===== config.mk =====
export PLATFORM = sky130hd
export DESIGN_NAME = rhp_cell
export DESIGN_NICKNAME = d
export VERILOG_FILES = /design/src/design/rhp_pkg.sv /design/src/design/rhp_cell.sv
export SDC_FILE = /design/constraint.sdc
export NUM_CORES = 1
export LEC_CHECK = 0
export ABC_AREA = 1
export BUFFER_PORTS_ARGS = -buffer_cell sky130_fd_sc_hd__buf_2
export CAP_MARGIN = 20
export CORE_MARGIN = 8
export CORE_UTILIZATION = 40
export DETAILED_ROUTE_END_ITERATION = 6
export GPL_TIMING_DRIVEN = 0
export PLACE_DENSITY_LB_ADDON = 0.12
export REMOVE_ABC_BUFFERS = 1
export SYNTH_ARGS = -nofsm -noshare
export SYNTH_HDL_FRONTEND = slang
export SYNTH_SLANG_ARGS = --single-unit

===== constraint.sdc =====
create_clock -name clk -period 14.5 [get_ports clk]
set_input_delay 2.175 -clock clk [delete_from_list [all_inputs] [get_ports clk]]
set_output_delay 2.175 -clock clk [all_outputs]
set_load 0.05 [all_outputs]

===== src/design/rhp_pkg.sv =====
`default_nettype none
package rhp_pkg;

  localparam int CORDIC_STEPS_DEF = 16;
  localparam int MAX_STEPS        = 24;
  localparam int VEC_W            = 28;
  localparam int CFG_W            = 13;
  localparam logic [CFG_W-1:0] DISPLAY_RESET = 13'd256;

  localparam logic [16:0] SQRT3_Q16    = 17'd113512;
  localparam logic [29:0] INV_GAIN_Q30 = 30'd652032874;
  // ceil(2^31 / 255), exact floor division by 255 for values below 2^23
  localparam logic [23:0] RECIP_255    = 24'd8421505;
  localparam int          RECIP_SHIFT  = 31;

  typedef enum logic [0:0] {
    REG_DISPLAY_WIDTH  = 1'b0,
    REG_DISPLAY_HEIGHT = 1'b1
  } cfg_reg_t;

  // item as it moves along the row of cordic cells
  typedef struct packed {
    logic signed [VEC_W-1:0] x;
    logic signed [VEC_W-1:0] y;
    logic [31:0]             angle;
    logic                    grey;
    logic [15:0]             rem;
    logic [7:0]              den;
    logic [7:0]              quo;
    logic                    white;
  } cell_t;

  function automatic logic [31:0] atan_turn(input logic [4:0] i);
    logic [31:0] v;
    case (i)
      5'd0:  v = 32'd536870912;
      5'd1:  v = 32'd316933406;
      5'd2:  v = 32'd167458907;
      5'd3:  v = 32'd85004756;
      5'd4:  v = 32'd42667331;
      5'd5:  v = 32'd21354465;
      5'd6:  v = 32'd10679838;
      5'd7:  v = 32'd5340245;
      5'd8:  v = 32'd2670163;
      5'd9:  v = 32'd1335087;
      5'd10: v = 32'd667544;
      5'd11: v = 32'd333772;
      5'd12: v = 32'd166886;
      5'd13: v = 32'd83443;
      5'd14: v = 32'd41722;
      5'd15: v = 32'd20861;
      5'd16: v = 32'd10430;
      5'd17: v = 32'd5215;
      5'd18: v = 32'd2608;
      5'd19: v = 32'd1304;
      5'd20: v = 32'd652;
      5'd21: v = 32'd326;
      5'd22: v = 32'd163;
      5'd23: v = 32'd81;
      default: v = 32'd0;
    endcase
    return v;
  endfunction

endpackage
`default_nettype wire


===== src/design/rhp_cell.sv =====
`default_nettype none
module rhp_cell #(
  parameter int IDX = 0
) (
  input  wire logic           clk,
  input  wire logic           rst_n,
  input  wire logic           in_valid,
  output logic                in_ready,
  input  wire rhp_pkg::cell_t in_data,
  output logic                out_valid,
  input  wire logic           out_ready,
  output rhp_pkg::cell_t      out_data
);

  logic           v_r;
  rhp_pkg::cell_t d_r, d_nxt;

  assign in_ready  = !v_r || out_ready;
  assign out_valid = v_r;
  assign out_data  = d_r;

  always_comb begin
    d_nxt = in_data;
    // one vectoring step, rotate toward the x axis
    if (!in_data.y[rhp_pkg::VEC_W-1]) begin
      d_nxt.x     = in_data.x + (in_data.y >>> IDX);
      d_nxt.y     = in_data.y - (in_data.x >>> IDX);
      d_nxt.angle = in_data.angle + rhp_pkg::atan_turn(5'(IDX));
    end else begin
      d_nxt.x     = in_data.x - (in_data.y >>> IDX);
      d_nxt.y     = in_data.y + (in_data.x >>> IDX);
      d_nxt.angle = in_data.angle - rhp_pkg::atan_turn(5'(IDX));
    end
  end

  // first eight cells also take one restoring step of the darkness quotient
  rhp_pkg::cell_t q_nxt;
  generate
    if (IDX < 8) begin : g_div
      localparam int SH = 7 - IDX;
      logic [15:0] dsh;
      always_comb begin
        q_nxt = d_nxt;
        dsh   = {8'd0, in_data.den} << SH;
        if (in_data.rem >= dsh) begin
          q_nxt.rem     = in_data.rem - dsh;
          q_nxt.quo[SH] = 1'b1;
        end
      end
    end else begin : g_nodiv
      always_comb q_nxt = d_nxt;
    end
  endgenerate

  always_ff @(posedge clk) begin
    if (!rst_n) begin
      v_r <= 1'b0;
    end else if (in_ready) begin
      v_r <= in_valid;
    end
  end

  always_ff @(posedge clk) begin
    if (in_valid && in_ready) begin
      d_r <= q_nxt;
    end
  end

endmodule
`default_nettype wire


Yosys cells after proc, flatten, opt, wreduce, memory -nomap -nowiden
Cells that the tools add are included.
{"block": "word_totals", "ff_bits": 123, "input_bits": 126, "wordCells": 22}
{"block": "classes", "addsub": 6, "magnitude_cmp": 1, "n_mux": 2, "reduce_logical": 3}
{"operator": "$mux W88", "count": 1}
{"operator": "$sub A28 B28 Y28", "count": 2}
{"operator": "$add A32 B30 Y32 const B", "count": 1}
{"operator": "$sub A32 B30 Y32 const B", "count": 1}
{"operator": "$add A28 B28 Y28", "count": 1}
{"operator": "$ge A16 B15 Y1", "count": 1}
{"operator": "$mux W16", "count": 1}
{"operator": "$sub A16 B15 Y16", "count": 1}
{"operator": "$logic_and A1 B1 Y1", "count": 1}
{"operator": "$logic_not A1 Y1", "count": 1}
{"operator": "$logic_or A1 B1 Y1", "count": 1}

Depth between registers and ports, before layout
{"block": "depth", "ltp_word": 3, "mapped_depth": 15, "depth_no_buf": 14}

Worst setup path before layout
No wires, ideal clock.
{"block": "synth_path", "path_kind": "input to register", "start": "input port in_valid", "end": "register d_r (netlist bit out_data[0]) (enable)", "arrival_ns": 8.042, "required_time_ns": 13.860, "path_slack_ns": 5.818, "cell_stages": 2, "n_path_buf": 0, "path_cell_list": "inv_1 -> a21oi_1"}
{"block": "synth_via", "elab_chain_len": 1}
{"item": "start, declared", "line_no": "rhp_cell.sv:7", "text": "input wire logic in_valid,"}
{"item": "$logic_and A1 B1 Y1", "line_no": "rhp_cell.sv:64", "text": "if (in_valid && in_ready) begin"}
{"item": "end signal, assigned", "line_no": "rhp_cell.sv:65", "text": "d_r <= q_nxt;"}
{"item": "end, declared", "line_no": "rhp_cell.sv:16", "text": "rhp_pkg::cell_t d_r, d_nxt;"}
Every way passes these cells.
A chain may end at the register's enable or synchronous reset.

Worst setup path after layout
{"block": "layout_path", "start": "input port out_ready", "end": "output port in_ready"}
{"block": "layout_via", "elab_chain_len": 1}
{"item": "start, declared", "line_no": "rhp_cell.sv:11", "text": "input wire logic out_ready,"}
{"item": "$logic_or A1 B1 Y1", "line_no": "rhp_cell.sv:18", "text": "assign in_ready = !v_r || out_ready;"}
{"item": "end, declared", "line_no": "rhp_cell.sv:8", "text": "output logic in_ready,"}
Every way passes these cells.

==> results.py <==
metrics = {
    "status": {
        "run_status": "finished, final reports clean",
    },
    "global_route": {
        "grt_pass1_wl_um": 55340,
        "grt_start_max_net_pins": 55,
        "grt_remaining_overflow": 0,
        "grt_pass1_vias": 10384,
        "globalRouteTotalUtil_pct": 21.30,
        "antenna_found_initial": 0,
    },
    "cells_and_area": {
        "post_route_cells_drive_above_1_share_pct": 18.43,
        "multi_input_area_um2": 5853,
        "finalCoreUtilization_pct": 48.46,
        "diodes": 0,
        "final_common_cell": "sky130_fd_sc_hd__nand2_1",
        "finish.net_count": 2012,
        "area_delta_synth_final_pct": 20.00,
        "final-seq-area_um2": 3654,
        "fill_cells": 2722,
        "layout.cells.most_common_list": "sky130_fd_sc_hd__nand2_1, sky130_fd_sc_hd__inv_1, sky130_fd_sc_hd__buf_2",
    },
    "setup_path": {
        "cp_max_fo": 2,
        "critical_path.startpoint": "out_ready",
        "worst-endpoint-required_ps": 12320,
        "crit_arrival_ps": 2660,
        "setup.worst_path.start_class": "primary input",
        "worst_setup_path_end_kind": "output pin",
        "r2r_start": "out_valid",
        "path_class": "in2out",
    },
    "clock_tree": {
        "cts.sinks": 122,
        "cts_inserted_buffers": 17,
        "tritoncts": "done",
        "cts_repair_resize_count": 0,
        "clock_path_buffers": 2,
        "cts.clk_slew.worst_paths_ps": 70,
        "clkLatencyLatePin_ps": 420,
        "cts_root_buf": "sky130_fd_sc_hd__clkbuf_16",
        "ctsHoldBuffers": 0,
        "post-cts-setup-buffers": 0,
        "ctsHtreeMaxLevel": 4,
    },
    "drt": {
        "dr.first_iter.drc_count": 723,
        "drt-wirelength-per-cell_um": 16.57,
        "route.detailed.vias_per_inst": 4.971,
        "post-route-drc-count": 0,
        "wirelength_um": 35410,
        "vias": 10624,
        "drt.antenna.violating_nets": 0,
        "detailedRoute.firstPassIterationCount": 6,
    },
    "synth": {
        "synth.distinct_cells": 42,
        "synth-async-reset-ratio_pct": 0,
        "synth.ff_latch_count": 122,
        "synth_area_per_cell_um2": 7.001,
        "yosysWarningCount": 0,
        "synth_enable_flop_cells": 121,
        "synthesis.instances": 1546,
        "largest_family_of_logic_cells_by_synthesized_area": "simple AND/OR/NAND/NOR gates",
        "seq_area_frac_synth_pct": 33.75,
        "muxShareOfSynthArea_pct": 0.09247,
        "synth-compound-area-share_pct": 8.554,
        "mappedNetlistArea_um2": 10820,
        "synth_flop_cell": "sky130_fd_sc_hd__edfxtp_1",
        "synth_xor_xnor_area_share_pct": 2.023,
        "yosys.area_share.simple_pct": 31.05,
        "adder_and_majority_cell_fraction_of_the_synthesized_area_pct": 12.25,
    },
    "timing": {
        "timing.fmax_mhz": 206.9,
        "hold_violations": 0,
        "final.hold.worst_slack_ps": 550.3,
        "finalSetupViolations": 0,
        "final.setup.worst_slack_ps": 9668,
        "fin_skew_ps": 13.30,
        "tightestPinTransition_ps": 654.4,
        "relSlewSlack_pct": 55.91,
        "period_minus_slack_ps": 4832,
        "totalNegativeSetupSlack_ps": 0,
        "max_slew_violation_total_from_the_final_report": 0,
        "period_share_pct": 33.33,
        "rsz0062_at_grt": "false",
    },
    "floorplanning": {
        "core.rowCount": 60,
        "placeableCoreArea_um2": 26800,
        "die_area_um2": 32580,
        "die_width_um": 180.5,
        "die_h_um": 180.5,
        "ios": 250,
        "initial_cell_density_of_the_core_pct": 40.39,
    },
    "placed_design": {
        "place_hpwl_um": 29680,
        "gp_congestion": 0.9863,
        "place.port_buffers": 249,
        "pre_cts_ws_ps": 9557,
    },
    "flow_run": {
        "max_cap_viol_count": 0,
    },
    "power": {
        "p_total_w": 0.001336,
        "power_density_nw_per_um2": 102.8,
        "power.static_leakage_nw": 6.951,
        "worst_supply_voltage_drop_on_vdd_uv": 61.40,
    },
    "worst_hold_path": {
        "class_of_the_worst_hold_path": "reg2reg",
        "min_from": "out_valid",
    },
}
## cells by family after synthesis
group | Yosys count
AOI/OAI and AO/OA | 167
DFF | 122
muxes | 1
adders and majority gates | 103
xor gates and xnor gates | 25
and+or+nand+nor | 796
buffers and inverters | 332
## cells in the mapped netlist (8+ instances only)
library cell                 n  area share [%]
sky130_fd_sc_hd__o21ai_1    13            0.60
sky130_fd_sc_hd__edfxtp_1  121              34
sky130_fd_sc_hd__a21oi_1    74             3.4
sky130_fd_sc_hd__nand3_1   139             6.4
sky130_fd_sc_hd__xor2_1     21             1.7
sky130_fd_sc_hd__o21ai_0    42             1.9
sky130_fd_sc_hd__nor2_1     81             2.8
sky130_fd_sc_hd__nand2_1   505              18
sky130_fd_sc_hd__buf_4      12            0.83
sky130_fd_sc_hd__buf_2      12            0.55
sky130_fd_sc_hd__nand4_1    28             1.6
sky130_fd_sc_hd__nor2_2     19             1.1
sky130_fd_sc_hd__buf_1       8            0.28
sky130_fd_sc_hd__o21bai_1   16             1.1
sky130_fd_sc_hd__inv_1     291              10
sky130_fd_sc_hd__nand2_2     9            0.52
sky130_fd_sc_hd__a31oi_1     9            0.52
sky130_fd_sc_hd__ha_1       98              11
## path summary, 6_finish.rpt
check	slack, ps	cells past startpoint	to
hold reg to reg	550	2	out_valid
setup reg to reg	12820	3	out_data[111]
hold / removal	550	2	out_valid
setup / recovery	9670	4	in_ready
## cell type report
class                           count  share of cell area, %
Inverter                          295                  8.525
Tap cell                          341                  3.285
Sequential cell                   122                  28.13
Clock buffer                       17                  3.275
Clock inverter                     15                  1.204
Timing Repair Buffer              255                  10.52
Multi-Input combinational cell   1092                  45.06
## power by group
| group | leakage [nW] | switching [W] | internal, W |
|---|---|---|---|
| Clock | 0.275 | 0.000187 | 0.000242 |
| Sequential | 1.18 | 0.00000701 | 0.000430 |
| Combinational | 5.49 | 0.000343 | 0.000126 |
| Total | 6.95 | 0.000537 | 0.000799 |
## state kept, by name (all words and copies together) (netlist names)
signal,cells
out_data,121
out_valid,1
## per-layer routing
metal	share of wire, %	track usage, %	wire length (um)	vias to the layer above
met1	44	26.55	15720	4846
met3	6.1	4.073	2160	36
met4	1.7	5.026	603	0
met5	0	0	0	-
met2	48	37.39	16930	366
li1	-	-	-	5376
## per-stage QoR
| step | cells | instance area [um^2] |
|---|---|---|
| floorplan | 1509 | 10600 |
| global placement | 2099 | 12280 |
| detailed placement | 2104 | 12390 |
| CTS | 2136 | 12970 |
| global route | 2137 | 12990 |
| finish | 2137 | 12990 |
## critical path, cell delays in order
cell                      delay, ps
sky130_fd_sc_hd__buf_2          100
sky130_fd_sc_hd__inv_1          100
sky130_fd_sc_hd__nand2_1         70
sky130_fd_sc_hd__buf_2          210
No activity file was read; power rests on OpenSTA's default activity.
