==> src/design/rhp_pkg.sv <==
`default_nettype none
package rhp_pkg;

  localparam int CORDIC_STEPS_DEF = 16;
  localparam int MAX_STEPS        = 24;
  localparam int VEC_W            = 28;
  localparam int CFG_W            = 13;
  localparam logic [CFG_W-1:0] DISPLAY_RESET = 13'd256;

  localparam logic [16:0] SQRT3_Q16    = 17'd113512;
  localparam logic [29:0] INV_GAIN_Q30 = 30'd652032874;
  // ceil(2^31 / 255), exact floor division by 255 for values below 2^23
  localparam logic [23:0] RECIP_255    = 24'd8421505;
  localparam int          RECIP_SHIFT  = 31;

  typedef enum logic [0:0] {
    REG_DISPLAY_WIDTH  = 1'b0,
    REG_DISPLAY_HEIGHT = 1'b1
  } cfg_reg_t;

  // item as it moves along the row of cordic cells
  typedef struct packed {
    logic signed [VEC_W-1:0] x;
    logic signed [VEC_W-1:0] y;
    logic [31:0]             angle;
    logic                    grey;
    logic [15:0]             rem;
    logic [7:0]              den;
    logic [7:0]              quo;
    logic                    white;
  } cell_t;

  function automatic logic [31:0] atan_turn(input logic [4:0] i);
    logic [31:0] v;
    case (i)
      5'd0:  v = 32'd536870912;
      5'd1:  v = 32'd316933406;
      5'd2:  v = 32'd167458907;
      5'd3:  v = 32'd85004756;
      5'd4:  v = 32'd42667331;
      5'd5:  v = 32'd21354465;
      5'd6:  v = 32'd10679838;
      5'd7:  v = 32'd5340245;
      5'd8:  v = 32'd2670163;
      5'd9:  v = 32'd1335087;
      5'd10: v = 32'd667544;
      5'd11: v = 32'd333772;
      5'd12: v = 32'd166886;
      5'd13: v = 32'd83443;
      5'd14: v = 32'd41722;
      5'd15: v = 32'd20861;
      5'd16: v = 32'd10430;
      5'd17: v = 32'd5215;
      5'd18: v = 32'd2608;
      5'd19: v = 32'd1304;
      5'd20: v = 32'd652;
      5'd21: v = 32'd326;
      5'd22: v = 32'd163;
      5'd23: v = 32'd81;
      default: v = 32'd0;
    endcase
    return v;
  endfunction

endpackage
`default_nettype wire

==> src/design/rhp_if.sv <==
`default_nettype none


interface rhp_out_if;
  logic        valid;
  logic        ready;
  logic [15:0] hue_turn;
  logic [15:0] strength;
  logic [7:0]  darkness;
  logic [11:0] pos_x;
  logic [12:0] pos_y;
  modport source (output valid, hue_turn, strength, darkness, pos_x, pos_y, input ready);
  modport sink   (input valid, hue_turn, strength, darkness, pos_x, pos_y, output ready);
endinterface
`default_nettype wire

==> src/design/rhp_post.sv <==
`default_nettype none
module rhp_post (
  input  wire logic                     clk,
  input  wire logic                     rst_n,
  input  wire logic [rhp_pkg::CFG_W-1:0] disp_w,
  input  wire logic [rhp_pkg::CFG_W-1:0] disp_h,
  input  wire logic                     in_valid,
  output logic                          in_ready,
  input  wire rhp_pkg::cell_t           in_data,
  rhp_out_if.source                     out_chan
);

  // stage 1: hue, strength product, darkness
  logic        v1_r;
  logic [15:0] hue1_r;
  logic [56:0] sp1_r;
  logic [7:0]  dk1_r;
  // stage 2: rounded strength, picker products
  logic        v2_r;
  logic [15:0] hue2_r;
  logic [25:0] su2_r;
  logic [7:0]  dk2_r;
  logic [28:0] px2_r;
  logic [20:0] py2_r;
  // stage 3: reciprocal multiplies
  logic        v3_r;
  logic [15:0] hue3_r;
  logic        ssat3_r;
  logic [46:0] sq3_r;
  logic [7:0]  dk3_r;
  logic [28:0] px3_r;
  logic [44:0] pyq3_r;
  // stage 4: output register
  logic        v4_r;
  logic [15:0] hue4_r, str4_r;
  logic [7:0]  dk4_r;
  logic [11:0] px4_r;
  logic [12:0] py4_r;

  logic rdy1, rdy2, rdy3, rdy4;
  assign rdy4     = !v4_r || out_chan.ready;
  assign rdy3     = !v3_r || rdy4;
  assign rdy2     = !v2_r || rdy3;
  assign rdy1     = !v1_r || rdy2;
  assign in_ready = rdy1;

  logic [15:0] hue_nxt;
  logic [26:0] xs;
  logic [31:0] ang_rnd;
  logic [57:0] st;
  logic [15:0] sq_nxt;
  logic [12:0] px_sh;
  always_comb begin
    ang_rnd = in_data.angle + 32'h0000_8000;
    hue_nxt = in_data.grey ? 16'd0 : ang_rnd[31:16];
    xs = (in_data.grey || in_data.x[rhp_pkg::VEC_W-1]) ? 27'd0 : in_data.x[26:0];
    st     = {1'b0, sp1_r} + 58'(64'd255 << 31);
    sq_nxt = 16'(sq3_r >> rhp_pkg::RECIP_SHIFT);
    px_sh  = px3_r[28:16];
  end

  always_ff @(posedge clk) begin
    if (!rst_n) begin
      v1_r <= 1'b0;
      v2_r <= 1'b0;
      v3_r <= 1'b0;
      v4_r <= 1'b0;
    end else begin
      if (rdy1) v1_r <= in_valid;
      if (rdy2) v2_r <= v1_r;
      if (rdy3) v3_r <= v2_r;
      if (rdy4) v4_r <= v3_r;
    end
  end

  always_ff @(posedge clk) begin
    if (in_valid && rdy1) begin
      hue1_r <= hue_nxt;
      sp1_r  <= 57'(xs) * 57'(rhp_pkg::INV_GAIN_Q30);
      dk1_r  <= in_data.white ? 8'd0 : in_data.quo;
    end
    if (v1_r && rdy2) begin
      hue2_r <= hue1_r;
      su2_r  <= st[57:32];
      dk2_r  <= dk1_r;
      px2_r  <= 29'(disp_w) * 29'(hue1_r);
      py2_r  <= 21'(8'd255 - dk1_r) * 21'(disp_h);
    end
    if (v2_r && rdy3) begin
      hue3_r  <= hue2_r;
      ssat3_r <= (su2_r[25:23] != 3'd0);
      sq3_r   <= 47'(su2_r[22:0]) * 47'(rhp_pkg::RECIP_255);
      dk3_r   <= dk2_r;
      px3_r   <= px2_r;
      pyq3_r  <= 45'(py2_r) * 45'(rhp_pkg::RECIP_255);
    end
    if (v3_r && rdy4) begin
      hue4_r <= hue3_r;
      str4_r <= (ssat3_r || sq_nxt > 16'd32768) ? 16'd32768 : sq_nxt;
      dk4_r  <= dk3_r;
      px4_r  <= px_sh[12] ? 12'd4095 : px_sh[11:0];
      py4_r  <= 13'(pyq3_r >> rhp_pkg::RECIP_SHIFT);
    end
  end

  assign out_chan.valid    = v4_r;
  assign out_chan.hue_turn = hue4_r;
  assign out_chan.strength = str4_r;
  assign out_chan.darkness = dk4_r;
  assign out_chan.pos_x    = px4_r;
  assign out_chan.pos_y    = py4_r;

endmodule
`default_nettype wire

==> src/flat_wrapper.sv <==
// flat-port wrapper written by rule: the top's interface ports become plain ports
module rhp_post_flat 
  (clk, rst_n, disp_w, disp_h, in_valid, in_ready, in_data, out_chan_valid, out_chan_hue_turn, out_chan_strength, out_chan_darkness, out_chan_pos_x, out_chan_pos_y, out_chan_ready);
  rhp_out_if out_chan_i ();
  input  wire logic clk;
  input  wire logic rst_n;
  input  wire logic [rhp_pkg::CFG_W-1:0] disp_w;
  input  wire logic [rhp_pkg::CFG_W-1:0] disp_h;
  input  wire logic in_valid;
  output logic in_ready;
  input  wire rhp_pkg::cell_t in_data;
  output wire logic [$bits(out_chan_i.valid)-1:0] out_chan_valid;
  output wire logic [$bits(out_chan_i.hue_turn)-1:0] out_chan_hue_turn;
  output wire logic [$bits(out_chan_i.strength)-1:0] out_chan_strength;
  output wire logic [$bits(out_chan_i.darkness)-1:0] out_chan_darkness;
  output wire logic [$bits(out_chan_i.pos_x)-1:0] out_chan_pos_x;
  output wire logic [$bits(out_chan_i.pos_y)-1:0] out_chan_pos_y;
  input wire logic [$bits(out_chan_i.ready)-1:0] out_chan_ready;
  assign out_chan_valid = out_chan_i.valid;
  assign out_chan_hue_turn = out_chan_i.hue_turn;
  assign out_chan_strength = out_chan_i.strength;
  assign out_chan_darkness = out_chan_i.darkness;
  assign out_chan_pos_x = out_chan_i.pos_x;
  assign out_chan_pos_y = out_chan_i.pos_y;
  assign out_chan_i.ready = out_chan_ready;
  rhp_post u_core (.clk(clk), .rst_n(rst_n), .disp_w(disp_w), .disp_h(disp_h), .in_valid(in_valid), .in_ready(in_ready), .in_data(in_data), .out_chan(out_chan_i));
endmodule
==> config.mk <==
export PLATFORM = sky130hd
export DESIGN_NAME = rhp_post_flat
export DESIGN_NICKNAME = d
export VERILOG_FILES = /design/src/design/rhp_pkg.sv /design/src/design/rhp_if.sv /design/src/design/rhp_post.sv /design/src/flat_wrapper.sv
export SDC_FILE = /design/constraint.sdc
export NUM_CORES = 2
export LEC_CHECK = 0
export BUFFER_PORTS_ARGS = -buffer_cell sky130_fd_sc_hd__buf_4
export CAP_MARGIN = 15
export CORE_MARGIN = 2
export CORE_UTILIZATION = 58
export CTS_CLUSTER_DIAMETER = 30
export DETAILED_ROUTE_END_ITERATION = 8
export PLACE_DENSITY = 0.84
export RECOVER_POWER = 25
export REMOVE_ABC_BUFFERS = 1
export SYNTH_ARGS = -nofsm -noshare
export SYNTH_HDL_FRONTEND = slang
export SYNTH_SLANG_ARGS = --single-unit
==> constraint.sdc <==
create_clock -name clk -period 9.1 [get_ports clk]
set_input_delay 1.82 -clock clk [delete_from_list [all_inputs] [get_ports clk]]
set_output_delay 1.82 -clock clk [all_outputs]
set_load 0.03 [all_outputs]
=== After elaboration in Yosys (flattened, before gate mapping) ===
Cells that the tools add are included.

* Shift-type cells: 0
* Order comparisons: 1
* Bitwise operators: 0
* Multipliers: 5
* Eq/ne operators: 0
* Muxes and demuxes: 1
* Div/mod/pow operators: 0
* Reduce and logical (&&, ||, !) cells: 15
* Add/subtract/negate cells: 3

{| class="wikitable"
|+ Operators by type and width
! cell !! number
|-
| 57-bit by 39-bit adder with 58-bit output, second input constant || 1
|-
| 27-bit by 29-bit multiplier with 56-bit output, second input constant || 1
|-
| 23-bit by 24-bit multiplier with 47-bit output, second input constant || 1
|-
| 21-bit by 24-bit multiplier with 44-bit output, second input constant || 1
|-
| 32-bit by 16-bit adder with 32-bit output, second input constant || 1
|-
| 13-bit by 16-bit multiplier with 29-bit output || 1
|-
| 27-bit 2-to-1 mux || 1
|-
| 21-bit by 13-bit multiplier with 21-bit output || 1
|-
| 16-bit > comparator, second input constant || 1
|-
| 8-bit by 8-bit subtractor with 9-bit output, first input constant || 1
|-
| 1-bit logical OR || 6
|-
| 1-bit logical AND || 4
|-
| 1-bit zero test || 4
|-
| 3-bit nonzero test || 1
|}

* ROM bits: 0
* Bits in latches: 0
* Memory bits (writable): 0
* Register bits after elaboration: 394
* Output and inout port bits: 67
* Memories: 0
* Logic and storage cells: 48

=== Logic depth before layout (Yosys ltp) ===
* Word-level depth: 6
* Gate-level depth with buffers: 31
* Mapped depth without buffers: 28

=== Least setup slack after synthesis ===
No wires, ideal clock.

* Path kind: input port to flip-flop
* Start point: in in_data[33] (netlist bit)
* End point: reg u_core.sp1_r[56], data pin
* Arrival: 8,815 ps
* Setup slack: 23 ps
* Data required time: 8,838 ps
* Setup time: 262 ps
* Stages on the path: 27
* Cell sequence: buf_4 nor2_2 clkbuf_1 clkbuf_1 clkbuf_1 nand2_1 inv_1 ha_1 inv_1 fa_1 fa_1 inv_1 fa_1 fa_1 fa_1 fa_1 ha_1 nand2_1 nor2_1 a2111oi_0 o31a_1 a31oi_2 o31a_4 o2111ai_4 a31oi_4 a221oi_2 xnor2_1

* Word-level cells in the longest chain between the ends: 3

{| class="wikitable"
|+ RTL lines
! what !! line !! RTL
|-
| start, declared || flat_wrapper.sv:11 || <nowiki>input wire rhp_pkg::cell_t in_data;</nowiki>
|-
| 1-bit logical OR || rhp_post.sv:56 || <nowiki>xs = (in_data.grey || in_data.x[rhp_pkg::VEC_W-1]) ? 27'd0 : in_data.x[26:0];</nowiki>
|-
| 27-bit 2-to-1 mux || rhp_post.sv:56 ||
|-
| 27-bit by 29-bit multiplier with 56-bit output || rhp_post.sv:79 || <nowiki>sp1_r <= 57'(xs) * 57'(rhp_pkg::INV_GAIN_Q30);</nowiki>
|-
| end signal, assigned || rhp_post.sv:79 ||
|-
| end, declared || rhp_post.sv:16 || <nowiki>logic [56:0] sp1_r;</nowiki>
|}

No other way between the ends.
A chain may end at the register's enable or synchronous reset.

=== Worst setup path in the final report ===
* Start point: in in_data[121] (netlist bit)
* End point: reg u_core.sp1_r[56], data pin

The elaborated chain is that of the path after synthesis.

==> metrics.md <==
| Metric | Value |
|---|---|
| Status | `complete, no violations` |
| WL met1 | `33,600 um` |
| Critical path's slowest cell | `fa_1` |
| DR pass1 iterations | `5` |
| Final Setup Violations | `0` |
| Top cell type's share of synthesized area | `30.6%` |
| Hpwl dp | `68,700 um` |
| Area Growth Syn to Fin | `9.63%` |
| P per Cell Area | `278 mW/mm^2` |
| Worst-margin pin slew | `0.908 ns` |
| Leading register cell type out of synthesis | `edfxtp_1` |
| Antenna fix cells | `0` |
| RSZ-0062 raised after global routing | `no` |
| Rows | `93` |
| WL met2 | `39,500 um` |
| Leakage power | `0.0212 uW` |
| DRC violations left | `0` |
| Total routed wirelength | `80,900 um` |
| Flop2flop setup slack | `2.73 ns` |
| CTS root buffer | `clkbuf_16` |
| Met3 routed WL | `5530 um` |
| Top Layer Used | `met4` |
| Worst-case clock buffer depth | `3` |
| FMAX | `117 MHz` |
| Ranking of synthesized cells by area | `fa_1 (31%), edfxtp_1 (21%), ha_1 (21%), inv_1 (8.4%), nand2_1 (2.3%)` |
| Sw frac | `45.8%` |
| Critical Path Source Type | `input port` |
| Vias in the first global route | `26,100` |
| H-Tree Depth | `2` |
| Synth area leader | `fa_1` |
| Sequential share of power | `17.8%` |
| Cell Int Power | `6160 uW` |
| Worst path most repeated cell | `fa_1` |
| Clk slew on worst S/H paths | `0.06 ns` |
| Final setup TNS | `0 ns` |
| Share of cells above drive strength 1 | `7.82%` |
| Relative slew slack | `39.3%` |
| Max Slew Vio Count | `0` |
| Mapped Cells | `3,468` |
| Register area share after synthesis | `21.6%` |
| Antenna viol nets, final | `0` |
| Initial antenna violation count | `0` |
| Max VDD drop | `0.000230 V` |
| Ys Warns | `0` |
| Number of max-cap violations | `0` |
| Most instantiated cells after synthesis | `inv_1 (836), ha_1 (636), fa_1 (570), edfxtp_1 (266), nand2_1 (231)` |
| Synth cell types | `69` |
| Util after Layout | `63.9%` |
| Crit path DAT | `8.80 ns` |
| Pre-CTS setup slack | `0.0339 ns` |
| Initial Util | `58.3%` |
| Die width | `258 um` |
| Switching power | `5200 uW` |
| Worst Slack Setup Final | `0.585 ns` |
| First-pass GRT wire length | `132,000 um` |
| Post-CTS Setup Inserts | `0` |
| Cts repair resizes | `0` |
| Finished Layout Cells | `4,526` |
| Mapped Area | `0.0373 sq mm` |
| Die Y | `258 um` |
| # nets final | `5,002` |
| Routed vias | `24,200` |
| Tot GR Track Use | `25.4%` |
| Crit path capture type | `register` |
| Post-synth EDFFs | `266` |
| WL/cell | `17.9 um` |
| WP data required | `9.38 ns` |
| Post-Place Cells | `4,460` |
| Hold-fix buffers, CTS | `0` |
| Die area | `0.0664 sq mm` |
| Min cycle time layout | `8.51 ns` |
| Via/cell ratio | `5.34` |
| Post-synth ARST share | `0%` |
| I/O Buffers | `151` |
| Crit Path Max Fanout | `38` |
| GP Congestion | `1.03` |
| Avg Inst Size Synth | `10.8 sq um` |
| CTS tree | `built` |
| Total grt overflow | `0` |
| Part of the cycle the worst path needs | `93.6%` |
| Clock power frac | `12.6%` |
| Cts bufs inserted | `37` |
| Combinational share of power | `69.6%` |
| Flops & latches, synth | `270` |
| Clk sinks | `270` |
| CORE AREA | `0.0640 sq mm` |
| Hold Fails Final Rpt | `0` |
| Largest net degree at the start of global routing | `68` |
| Count leader, synth | `inv_1` |
| Critical Path Max Stage Delay | `0.52 ns` |
| Iter 0 DRT Violations | `1,341` |
| Worst Setup Path Type | `in -> reg` |
| HP Class | `reg -> reg` |
| Final Skew | `0.0159 ns` |
| Clk_lat worst skew | `0.53 ns` |
| # IOs | `219` |
-- power groups by stage --
stage / Clock, uW / Combinational [uW] / Sequential, uW
6_report: 1430 / 7910 / 2020
2_1_floorplan: 0 / 5910 / 1980
4_1_cts: 1460 / 7920 / 2020
5_1_grt: 1510 / 9130 / 2040
3_5_place_dp: 0 / 7790 / 2040
3_3_place_gp: 0 / 7400 / 2030
-- flip-flops by register name (all words and copies together) (netlist names) --
| signal | count |
|---|---|
| u_core.out_chan.darkness | 8 |
| u_core.hue3_r | 16 |
| u_core.out_chan.hue_turn | 16 |
| u_core.dk3_r | 8 |
| u_core.out_chan.pos_x | 12 |
| u_core.v3_r | 1 |
| u_core.hue2_r | 16 |
| u_core.py2_r | 21 |
| u_core.px3_r | 13 |
| u_core.hue1_r | 16 |
| u_core.dk1_r | 8 |
| u_core.ssat3_r | 1 |
| u_core.out_chan.pos_y | 13 |
| u_core.pyq3_r | 13 |
| u_core.su2_r | 26 |
| u_core.v2_r | 1 |
| u_core.px2_r | 13 |
| u_core.sq3_r | 16 |
| u_core.sp1_r | 26 |
| u_core.out_chan.strength | 16 |
| u_core.out_chan.valid | 1 |
| u_core.v1_r | 1 |
| u_core.dk2_r | 8 |
-- worst max-delay path, delay by kind of cell --
kind	cells	cell delay (ns)
xor+xnor	1	0.10
fa+ha+maj	8	3.64
simple gates	4	0.66
buf+inv	5	0.64
compound gates	7	1.88
-- area by class of cell --
class / instances / area, sq um
Clock buffer: 39 / 933
Timing Repair Buffer: 190 / 1420
Clock inverter: 27 / 329
Fill cell: 4889 / 23100
Inverter: 836 / 3140
Tap cell: 855 / 1070
Sequential cell: 270 / 8070
Multi-Input combinational cell: 2309 / 26000
-- cell families after synthesis --
logic type / after synthesis / synth area share (%)
AO/OA/AOI/OAI: 264 / 4.85
AND/OR/NAND/NOR: 711 / 9.69
flip-flops: 270 / 21.6
adder cells (fa/ha/maj): 1206 / 51.9
buffers and inverters: 889 / 8.95
XOR/XNOR: 128 / 3.00
-- final timing paths --
path / to / cells past startpoint / startpoint
max reg2reg: u_core.px2_r[26] / 18 / u_core.hue1_r[13]
min reg2reg: u_core.dk3_r[4] / 0 / u_core.dk2_r[4]
max: u_core.sp1_r[56] / 25 / in_data[121]
min: u_core.dk3_r[4] / 0 / u_core.dk2_r[4]
-- stage by stage --
step / hold WS, ns / area [sq um] / total power, uW
5_1_grt: 0.413 / 40900 / 12700
3_5_place_dp: 0.405 / 39700 / 9830
2_1_floorplan: 0.400 / 37100 / 7890
3_3_place_gp: 0.401 / 39700 / 9430
6_report: 0.400 / 40900 / 11400
4_1_cts: 0.403 / 40900 / 11400
-- placed cells by master (no fill, tap or decap), types with 75 or more instances in the layout --
cell,netlist,layout
ha_1,636,636
nand2_1,231,231
nor2_1,89,89
nor2b_1,77,75
edfxtp_1,266,266
fa_1,570,570
inv_1,836,836
xnor2_1,78,78
buf_4,1,178
and2_1,103,98
-- layer usage --
layer / up-vias / track usage, %
li1: 11400 / -
met1: 11900 / 33.2
met2: 762 / 43.8
met3: 152 / 3.93
met4: 0 / 7.29
met5: - / 0
Note: power is estimated with default switching activity, not from simulation.
